--- config.mk ---
export PLATFORM = sky130hd
export DESIGN_NAME = archive_byte_descrambler
export DESIGN_NICKNAME = d
export VERILOG_FILES = /design/src/design/abd_pkg.sv /design/src/design/archive_byte_descrambler.sv
export VERILOG_INCLUDE_DIRS = /design/src /design/src/design
export SDC_FILE = /design/constraint.sdc
export NUM_CORES = 1
export LEC_CHECK = 0
export BUFFER_PORTS_ARGS = -buffer_cell sky130_fd_sc_hd__buf_2
export CORE_MARGIN = 4
export CORE_UTILIZATION = 30
export CTS_BUF_LIST = sky130_fd_sc_hd__clkbuf_16
export DETAILED_ROUTE_END_ITERATION = 7
export PLACE_DENSITY = 0.57
export RECOVER_POWER = 100
export SETUP_SLACK_MARGIN = 0.02
export SYNTH_ARGS = -nofsm -noshare
export SYNTH_HDL_FRONTEND = slang
export SYNTH_SLANG_ARGS = --single-unit
export TNS_END_PERCENT = 10
--- constraint.sdc ---
create_clock -name clk -period 16.4 [get_ports clk]
set_input_delay 1.64 -clock clk [delete_from_list [all_inputs] [get_ports clk]]
set_output_delay 1.64 -clock clk [all_outputs]
set_load 0.01 [all_outputs]
--- src/design/archive_byte_descrambler_assert.svh ---
// Assertion macros for the descrambler. Empty under synthesis.
`ifndef ARCHIVE_BYTE_DESCRAMBLER_ASSERT_SVH
`define ARCHIVE_BYTE_DESCRAMBLER_ASSERT_SVH

`ifndef SYNTHESIS

// Condition must hold at every edge out of reset
`define ABD_ASSERT_ALWAYS(label, clk, rst_n, cond) \
  label: assert property (@(posedge clk) disable iff (!rst_n) (cond)) \
    else $error("descrambler check failed");

// Trigger in one cycle implies a consequence in the next
`define ABD_ASSERT_NEXT(label, clk, rst_n, trig, cons) \
  label: assert property (@(posedge clk) disable iff (!rst_n) (trig) |=> (cons)) \
    else $error("descrambler sequence check failed");

`else

`define ABD_ASSERT_ALWAYS(label, clk, rst_n, cond)
`define ABD_ASSERT_NEXT(label, clk, rst_n, trig, cons)

`endif

`endif

--- src/design/abd_pkg.sv ---
package abd_pkg;

  // Register indexes
  localparam logic CFG_BYPASS_PLAIN = 1'b0;
  localparam logic CFG_START_OFFSET = 1'b1;

  // Mode codes
  localparam logic [1:0] MODE_PASS = 2'd0;
  localparam logic [1:0] MODE_A    = 2'd1;
  localparam logic [1:0] MODE_B    = 2'd2;

  typedef struct packed {
    logic [7:0] data_byte;
    logic       first_byte;
    logic       last_byte;
  } abd_in_t;

  typedef struct packed {
    logic [7:0] plain_byte;
    logic       last_out;
  } abd_out_t;

  // XOR key table, ten entries
  function automatic logic [7:0] xor_key(input logic [3:0] idx);
    logic [7:0] k;
    case (idx)
      4'd0:    k = 8'hff;
      4'd1:    k = 8'hff;
      4'd2:    k = 8'hff;
      4'd3:    k = 8'h01;
      4'd4:    k = 8'h9c;
      4'd5:    k = 8'haa;
      4'd6:    k = 8'ha5;
      4'd7:    k = 8'h00;
      4'd8:    k = 8'h30;
      4'd9:    k = 8'hff;
      default: k = 8'h00;
    endcase
    return k;
  endfunction

  // Quotient of a residue mod 25 by 5
  function automatic logic [2:0] div5(input logic [4:0] p);
    logic [2:0] q;
    if (p >= 5'd20)      q = 3'd4;
    else if (p >= 5'd15) q = 3'd3;
    else if (p >= 5'd10) q = 3'd2;
    else if (p >= 5'd5)  q = 3'd1;
    else                 q = 3'd0;
    return q;
  endfunction

  // 32-bit value mod 3: 16 == 1 (mod 3), so fold nibbles
  function automatic logic [1:0] mod3_32(input logic [31:0] x);
    logic [6:0] s;
    logic [4:0] s2;
    logic [3:0] s3;
    logic [3:0] r;
    s = 7'd0;
    for (int i = 0; i < 8; i++) begin
      s = s + 7'(x[4*i +: 4]);
    end
    s2 = 5'(s[3:0]) + 5'(s[6:4]);
    s3 = 4'(5'(s2[3:0]) + 5'(s2[4]));
    r  = s3;
    if (r >= 4'd12)     r = r - 4'd12;
    else if (r >= 4'd6) r = r - 4'd6;
    if (r >= 4'd3)      r = r - 4'd3;
    return r[1:0];
  endfunction

  // Combine residues mod 2 and mod 3 into a residue mod 6
  function automatic logic [2:0] mod6_32(input logic [31:0] x);
    logic [1:0] r3;
    r3 = mod3_32(x);
    return (r3[0] != x[0]) ? 3'(r3) + 3'd3 : 3'(r3);
  endfunction

  // 32-bit value mod 25: 256 == 6 (mod 25), fold bytes then reciprocal estimate
  function automatic logic [4:0] mod25_32(input logic [31:0] x);
    logic [13:0] t;
    logic [8:0]  u;
    logic [8:0]  v;
    logic [14:0] qp;
    logic [4:0]  q;
    logic [8:0]  r;
    t  = 14'(x[7:0]) + 14'(x[15:8]) * 14'd6 + 14'(x[23:16]) * 14'd11
         + 14'(x[31:24]) * 14'd16;
    u  = 9'(t[7:0]) + 9'(t[13:8]) * 9'd6;
    v  = 9'(u[7:0]) + (u[8] ? 9'd6 : 9'd0);
    // 41/1024 is close enough to 1/25 for v below 262
    qp = 15'(v) * 15'd41;
    q  = qp[14:10];
    r  = v - 9'(q) * 9'd25;
    return r[4:0];
  endfunction

endpackage

--- src/design/archive_byte_descrambler.sv ---
// Channel  | Signals                          | Transfer when
// ---------+----------------------------------+---------------------------
// input    | in_valid, in_ready, in_data      | in_valid && in_ready
// result   | out_valid, out_ready, out_data   | out_valid && out_ready
// config   | cfg_we, cfg_index, cfg_wdata     | cfg_we
//
// One byte per cycle sustained while the result side does not stall; input register then
// result register, with the descramble logic between them.
// Offset residues are worked out when start_offset is written.
// Reset (rst_n low, synchronous) clears control and config registers, mode to pass-through.
// A stall on the result side holds both stages; ready stays combinational.
module archive_byte_descrambler
  import abd_pkg::*;
(
  input  logic        clk,
  input  logic        rst_n,
  input  logic        in_valid,
  output logic        in_ready,
  input  abd_in_t     in_data,
  output logic        out_valid,
  input  logic        out_ready,
  output abd_out_t    out_data,
  input  logic        cfg_we,
  input  logic        cfg_index,
  input  logic [31:0] cfg_wdata
);

`include "archive_byte_descrambler_assert.svh"

  // Configuration, kept as residues of the offset
  logic       bypass_r;
  logic       off_nz_r;
  logic [1:0] cfg_m4_r;
  logic [1:0] cfg_m3_r;
  logic [2:0] cfg_m6_r;
  logic [4:0] cfg_m25_r;

  // Resource state
  logic [1:0] mode_r, mode_nxt;
  logic [1:0] pos4_r, pos4_nxt;
  logic [1:0] pos3_r, pos3_nxt;
  logic [2:0] pos6_r, pos6_nxt;
  logic [4:0] pos25_r, pos25_nxt;
  logic [2:0] off6_r, off6_nxt;

  // Pipeline registers
  logic     s1_valid_r;
  abd_in_t  s1_data_r;
  logic     out_valid_r;
  abd_out_t out_data_r, out_data_nxt;

  logic s2_ready;
  logic s1_adv;

  // Handshake
  assign s2_ready  = !out_valid_r || out_ready;
  assign s1_adv    = s1_valid_r && s2_ready;
  assign in_ready  = !s1_valid_r || s2_ready;
  assign out_valid = out_valid_r;
  assign out_data  = out_data_r;

  // Configuration writes
  always_ff @(posedge clk) begin
    if (!rst_n) begin
      bypass_r  <= 1'b0;
      off_nz_r  <= 1'b0;
      cfg_m4_r  <= 2'd0;
      cfg_m3_r  <= 2'd0;
      cfg_m6_r  <= 3'd0;
      cfg_m25_r <= 5'd0;
    end else if (cfg_we) begin
      case (cfg_index)
        CFG_BYPASS_PLAIN: bypass_r <= cfg_wdata[0];
        CFG_START_OFFSET: begin
          off_nz_r  <= (cfg_wdata != 32'd0);
          cfg_m4_r  <= cfg_wdata[1:0];
          cfg_m3_r  <= mod3_32(cfg_wdata);
          cfg_m6_r  <= mod6_32(cfg_wdata);
          cfg_m25_r <= mod25_32(cfg_wdata);
        end
        default: ;
      endcase
    end
  end

  // Descramble one byte from the input register
  always_comb begin
    logic [1:0] mode_e;
    logic [1:0] p4, p3, o3;
    logic [2:0] p6, o6, swap_pos;
    logic [4:0] p25;
    logic       neg_en, xor_en, swap_en;
    logic [7:0] key, b0, a1, a2, a3, c1, c2, c3, res;

    // Restart position and mode on the first byte
    if (s1_data_r.first_byte) begin
      if (off_nz_r || s1_data_r.data_byte[7]) mode_e = MODE_A;
      else if (bypass_r)                      mode_e = MODE_PASS;
      else                                    mode_e = MODE_B;
      p4  = cfg_m4_r;
      p3  = cfg_m3_r;
      p6  = cfg_m6_r;
      p25 = cfg_m25_r;
      o6  = cfg_m6_r;
    end else begin
      mode_e = mode_r;
      p4  = pos4_r;
      p3  = pos3_r;
      p6  = pos6_r;
      p25 = pos25_r;
      o6  = off6_r;
    end

    o3       = (o6 >= 3'd3) ? 2'(o6 - 3'd3) : o6[1:0];
    swap_pos = (o6 >= 3'd4) ? o6 - 3'd4 : o6 + 3'd2;
    neg_en   = (p4 == 2'd1);
    xor_en   = (p3 == o3);
    swap_en  = (p6 == swap_pos);
    key      = xor_key(4'(div5(p25)) + 4'(p6));

    b0 = s1_data_r.data_byte;
    // Order A: negate, xor, swap
    a1 = neg_en  ? 8'(8'd0 - b0) : b0;
    a2 = xor_en  ? a1 ^ key : a1;
    a3 = swap_en ? {a2[3:0], a2[7:4]} : a2;
    // Order B: swap, xor, negate
    c1 = swap_en ? {b0[3:0], b0[7:4]} : b0;
    c2 = xor_en  ? c1 ^ key : c1;
    c3 = neg_en  ? 8'(8'd0 - c2) : c2;

    case (mode_e)
      MODE_A:  res = a3;
      MODE_B:  res = c3;
      default: res = b0;
    endcase

    out_data_nxt.plain_byte = res;
    out_data_nxt.last_out   = s1_data_r.last_byte;

    // Position steps on by one
    mode_nxt  = mode_e;
    off6_nxt  = o6;
    pos4_nxt  = p4 + 2'd1;
    pos3_nxt  = (p3 == 2'd2) ? 2'd0 : p3 + 2'd1;
    pos6_nxt  = (p6 == 3'd5) ? 3'd0 : p6 + 3'd1;
    pos25_nxt = (p25 == 5'd24) ? 5'd0 : p25 + 5'd1;
  end

  // Control and state
  always_ff @(posedge clk) begin
    if (!rst_n) begin
      s1_valid_r  <= 1'b0;
      out_valid_r <= 1'b0;
      mode_r      <= MODE_PASS;
      pos4_r      <= 2'd0;
      pos3_r      <= 2'd0;
      pos6_r      <= 3'd0;
      pos25_r     <= 5'd0;
      off6_r      <= 3'd0;
    end else begin
      if (in_ready) s1_valid_r <= in_valid;
      if (s2_ready) out_valid_r <= s1_valid_r;
      if (s1_adv) begin
        mode_r  <= mode_nxt;
        pos4_r  <= pos4_nxt;
        pos3_r  <= pos3_nxt;
        pos6_r  <= pos6_nxt;
        pos25_r <= pos25_nxt;
        off6_r  <= off6_nxt;
      end
    end
  end

  // Payload registers
  always_ff @(posedge clk) begin
    if (in_valid && in_ready) s1_data_r <= in_data;
    if (s1_adv)               out_data_r <= out_data_nxt;
  end

  // Checks
  `ABD_ASSERT_ALWAYS(a_pos_range, clk, rst_n, (pos3_r != 2'd3) && (pos6_r <= 3'd5) && (pos25_r <= 5'd24) && (off6_r <= 3'd5))
  `ABD_ASSERT_ALWAYS(a_cfg_range, clk, rst_n, (cfg_m3_r != 2'd3) && (cfg_m6_r <= 3'd5) && (cfg_m25_r <= 5'd24) && (cfg_m6_r[0] == cfg_m4_r[0]))
  `ABD_ASSERT_NEXT(a_adv_out, clk, rst_n, s1_adv, out_valid_r)
  `ABD_ASSERT_NEXT(a_pos4_step, clk, rst_n, s1_adv && !s1_data_r.first_byte, pos4_r == 2'($past(pos4_r) + 2'd1))

endmodule

# == Word level (Yosys, flattened, before mapping) ==
# Memory sizes are Yosys's and may differ from the RTL's.
# Cells that the tools add are included.
# Widths: inputs -> output; s select.
# op_classes
add_sub_neg,29
n_mul,5
magnitude_cmp,9
n_eq_ne,9
n_mux,35
bitwise_logic,3
reduce_logical,10
# op_table
cell,n
$mux 8,6
$reduce_bool 32->1,1
$add 7x4->7,4
$mux 2,13
$mux 3,7
$mux 4,5
$pmux 8 s2,1
$sub 1x8->8 const A,2
$xor 8x8->8,2
$mul 9x6->15 const B,1
$add 13x12->14,1
$add 12x12->13,1
$add 8x11->12,1
$mul 8x4->12 const B,1
$ge 5x4->1 const B,2
$mul 8x2->10 const B,1
$mux 5,2
$add 8x3->9,1
$add 8x9->9,1
$mul 6x2->8 const B,1
$add 6x4->7,1
$add 5x4->6,1
$add 4x3->5,1
$add 4x4->5,1
33 further kinds,42
# word_totals
regBits,52
romBits,128
input_bits,48
out_inout_bits,11
elab_cells,120
memories,1
# mem_list
memory,depth,word_bits,read_ports,rd_ports_with_merged_regs,write_ports,line,text
(no name shown),16,8,1,0,0,abd_pkg.sv:26,case (idx)

# == Longest topological paths before layout ==
# depth
word_depth,22
depth_mapped,61
mapped_depth_nobuf,61

# == Worst setup path after synthesis ==
# Ideal clock, no wire load.
# synth_path
path_type,input-to-reg
from,input port cfg_wdata[8]
to,register cfg_m25_r[4]
setup_time_ns,0.070
arrival_ns,12.901
required_time_ns,16.330
path_slack_ns,3.429
path_stages,55
n_path_buf,0
path_cell_list,ha_1 > fa_1 > inv_1 > fa_1 > inv_1 > ha_1 > fa_1 > inv_1 > fa_1 > inv_1 > fa_1 > a21o_1 > a21oi_1 > o21bai_1 > a21oi_1 > xnor2_1 > ha_1 > fa_1 > (+19 left out) > ha_1 > a21oi_1 > nor2b_1 > o31ai_1 > a21oi_1 > or4_1 > nand2_1 > xnor2_1 > ha_1 > ha_1 > inv_1 > ha_1 > a21oi_1 > xnor2_1 > xnor2_1 > xor2_1 > xor3_1 > a21oi_1
# synth_between
elab_chain_cells,11
# synth_rtl
element,line,text
from (decl),archive_byte_descrambler.sv:25,input logic [31:0] cfg_wdata
$mul 8x2->10 *,abd_pkg.sv:87,t = 14'(x[7:0]) + 14'(x[15:8]) * 14'd6 + 14'(x[23:16]) * 14'd11
$add 8x11->12 *,abd_pkg.sv:87,
$add 12x12->13 *,abd_pkg.sv:87,
$add 13x12->14 *,abd_pkg.sv:88,+ 14'(x[31:24]) * 14'd16;
$mul 6x2->8,abd_pkg.sv:89,u = 9'(t[7:0]) + 9'(t[13:8]) * 9'd6;
$add 8x9->9 *,abd_pkg.sv:89,
$mux 3,abd_pkg.sv:90,v = 9'(u[7:0]) + (u[8] ? 9'd6 : 9'd0);
$add 8x3->9 *,abd_pkg.sv:90,
$mul 9x6->15,abd_pkg.sv:92,qp = 15'(v) * 15'd41;
$mul 5x4->5,abd_pkg.sv:94,r = v - 9'(q) * 9'd25;
$sub 5x5->5 *,abd_pkg.sv:94,
to (signal assigned),archive_byte_descrambler.sv:79,cfg_m25_r <= mod25_32(cfg_wdata);
to (decl),archive_byte_descrambler.sv:36,logic [4:0] cfg_m25_r;
# Every way passes the cells marked *; elsewhere a longest branch is shown, timed or not.
# A chain may end at the register's enable or synchronous reset.

# == Final worst setup path ==
# layout_path
from,input port cfg_wdata[9]
to,register cfg_m25_r[4]
# Same word-level chain as after synthesis.

==> metrics.csv <==
stage;metric;value;unit
outcome;outcome;complete, but fails checks;
outcome;violations;max-capacitance violations, max-slew violations;
route;drt-wirelength-per-cell;13.1;µm
placement;place_congestion;0.836;
yosys;synthAdderAreaFrac;37.3;%
yosys;synth.top_cell.area_share;21.5;%
worst_setup_path;cp_max_fo;5;
cts;cts_sinks;52;
flow_run;maxCapViolations;1;
cts;cts_tree;done;
yosys;synthFlopType;dfxtp_1;
sta;min_period;13.61;ns
yosys;synth_most_common_cell;inv_1;
sta;finClkSkew;0.00279;ns
final_layout;fillers;2693;
yosys;syn_avg_cell_area;9.31;µm²
grt;grtUsageTotal;11.7;%
sta;timing.final.ws_setup;2.79;ns
grt;grt-ovfl-total;0;
yosys;ys_warn_count;0;
grt;grt_pass1_vias;5829;
worst_setup_path;crit_type;input pin to register;
final_layout;diodes;0;
min_path;min_path_type;register to register;
floorplan;die_h;169;µm
floorplan;dieArea;28400;µm²
worst_setup_path;r2r_end;out_data[5];
route;postRouteAntennaNets;0;
min_path;worstHoldEndpoint;out_data[0];
yosys;synth_top_family_by_area;adder cells;
worst_setup_path;worst_r2r_startpoint;s1_data_r[1];
route;drt-vias-per-instance;4.68;
worst_setup_path;cp.arrival;13.84;ns
yosys;synthSimpleGateAreaFrac;9.54;%
yosys;synthArstFlopShare;0;%
worst_setup_path;endpoint_kind;register;
worst_setup_path;cp.required;16.63;ns
route;first_iter_violations;200;
floorplan;rows;58;
sta;finalHoldViolations;0;
yosys;yosys-top-cells-area;ha_1 (22%), fa_1 (16%), dfxtp_1 (8.5%), edfxtp_1 (7.4%), xnor2_1 (7.0%);
floorplan;core_area;25300;µm²
route;drc;0;
route;drtPass1Iterations;4;
cts;clk_pin_slew;0.07;ns
yosys;synth_xor_area_share;10.8;%
cts;cts_setup_buffers;0;
sta;finalSetupViolCount;0;
sta;fin_crit_sh;83.0;%
placement;dpl.hpwl;13500;µm
cts;clk_path_buf_depth;2;
grt;grt_max_degree;37;
min_path;holdPathStages;0;
worst_setup_path;crit_path_top_delay_cell;fa_1;
final_layout;fin_area;8480;µm²
yosys;synth_nets;1073;
yosys;synth_top_area_cell;ha_1;
yosys;synth_cells;831;
sta;worst_pin_slew;1.55;ns
cts;h-tree-depth;2;
floorplan;boundaryPins;59;
placement;placedInstanceArea;8370;µm²
grt;grt_antenna_before_repair;2;
yosys;muxShareOfSynthArea;5.89;%
final_layout;fin_nets;1122;
yosys;synth_compound_area_share;12.6;%
worst_setup_path;startpoint_type;input pin;
placement;dp_worst_setup_slack;2.51;ns
cts;hold_buffers;0;
sta;relSlewSlack;-3.24;%
sta;max_freq;73.5;MHz
placement;port_buffers;58;
worst_setup_path;rr_worst_depth;20;
yosys;yosysSeqAreaShare;15.9;%
sta;rsz0062_at_grt;false;
yosys;synth_edf_count;19;
cts;cts-root-buf;clkbuf_16;
min_path;hold_path_startpoint;out_data_nxt[0];
cts;cts.repair.resized;0;
cts;clkLatencyLatePin;0.30;ns
yosys;synth.cells.most_frequent;inv_1 (141), ha_1 (133), xnor2_1 (62), fa_1 (61), nand2_1 (54);
sta;finalMaxSlewViolations;24;
floorplan;die_x;169;µm
sta;setup-tns-final;0;ns
worst_setup_path;max_stage_delay;0.53;ns
route;vias;5665;
route;wirelength;15800;µm
grt;grt_pass1_wl;27700;µm
yosys;netlist_area;7740;µm²
yosys;synth.ff_latch_count;52;
worst_setup_path;crit_path_frequent_cell;ha_1;
floorplan;start_util;30.6;%
worst_setup_path;r2r_slack;9.35;ns
yosys;yosysUniqueCellTypes;62;
final_layout;syn_to_final_growth;9.57;%
cts;cts_buffers;5;
final_layout;drive_above_1_share;7.60;%
==> critical path, delay by kind of cell <==
kind | cells | cell delay, ns
adders and majority gates | 18 | 6.29
AOI/OAI and AO/OA | 15 | 2.51
xor gates and xnor gates | 8 | 1.63
and+or+nand+nor | 9 | 1.05
buffers and inverters | 8 | 0.66
==> stage by stage <==
step	instances	utilization (%)	hold WS, ns
after global placement	1203	33.1	0.405
after detailed placement	1203	33.1	0.434
after floorplan	831	-	0.400
final	1211	33.6	0.447
after CTS	1211	33.7	0.451
after global routing	1211	33.6	0.464
==> per-layer routing <==
layer,wire length [µm],global-route usage [%],vias up
li1,-,-,2893
met1,7550,15.8,2667
met2,7380,19.6,85
met3,680,2.10,16
met4,205,2.47,4
met5,26,0,-
==> worst max-delay path by stage <==
stage / from / endpoint / depth (start not counted)
2_1_floorplan: cfg_wdata[8] / cfg_m25_r[4] / 55
3_3_place_gp: cfg_wdata[9] / cfg_m25_r[4] / 56
3_5_place_dp: cfg_wdata[9] / cfg_m25_r[4] / 56
4_1_cts: cfg_wdata[9] / cfg_m25_r[4] / 56
5_1_grt: cfg_wdata[9] / cfg_m25_r[4] / 62
6_report: cfg_wdata[9] / cfg_m25_r[4] / 58
==> state kept, by name, indices dropped and copies added, names as in the netlist, 2 cells and up <==
register	flops
cfg_m25_r	5
cfg_m3_r	2
cfg_m4_r	2
cfg_m6_r	3
mode_r	2
off6_r	3
out_data	9
pos25_r	5
pos3_r	2
pos4_r	2
pos6_r	3
s1_data_r	9
==> logic make-up after synthesis <==
kind of cell             count (synthesis)
AND/OR/NAND/NOR                        147
flip-flops                              52
multiplexers                            43
AO/OA/AOI/OAI                          147
adder cells (fa/ha/maj)                194
XOR/XNOR                                89
buffers and inverters                  159
==> cell type report <==
cell class	count	area (µm²)	area share, %
clock buffers	5	125	1.48
multi-input cells	620	5880	69.3
flip-flops and latches	52	1230	14.5
repair buffers	59	277	3.26
inverters	142	533	6.29
clock inverters	3	22.5	0.266
well taps	330	413	4.87
==> cells in the final DEF, fill, tap and decap left out, drive strengths merged, types with 4 or more instances in the layout <==
master	instances
buf	44
o22ai	4
o31ai	6
mux2	7
clkbuf	20
inv	142
a221oi	5
nor3	10
ha	133
xnor2	64
a22oi	6
nor4	6
xor2	22
o211a	7
a21oi	53
nor2b	12
o21ai	18
a21boi	9
dfxtp	33
nand2	54
o21bai	13
mux2i	36
nand4	4
a21o	10
fa	61
nor2	25
a31oi	5
nand3	9
edfxtp	19
and2	9
nand2b	7
Power is left out: the tool's default activity adds up to more than one toggle a clock period on the data nets, which glitch-free logic cannot reach.
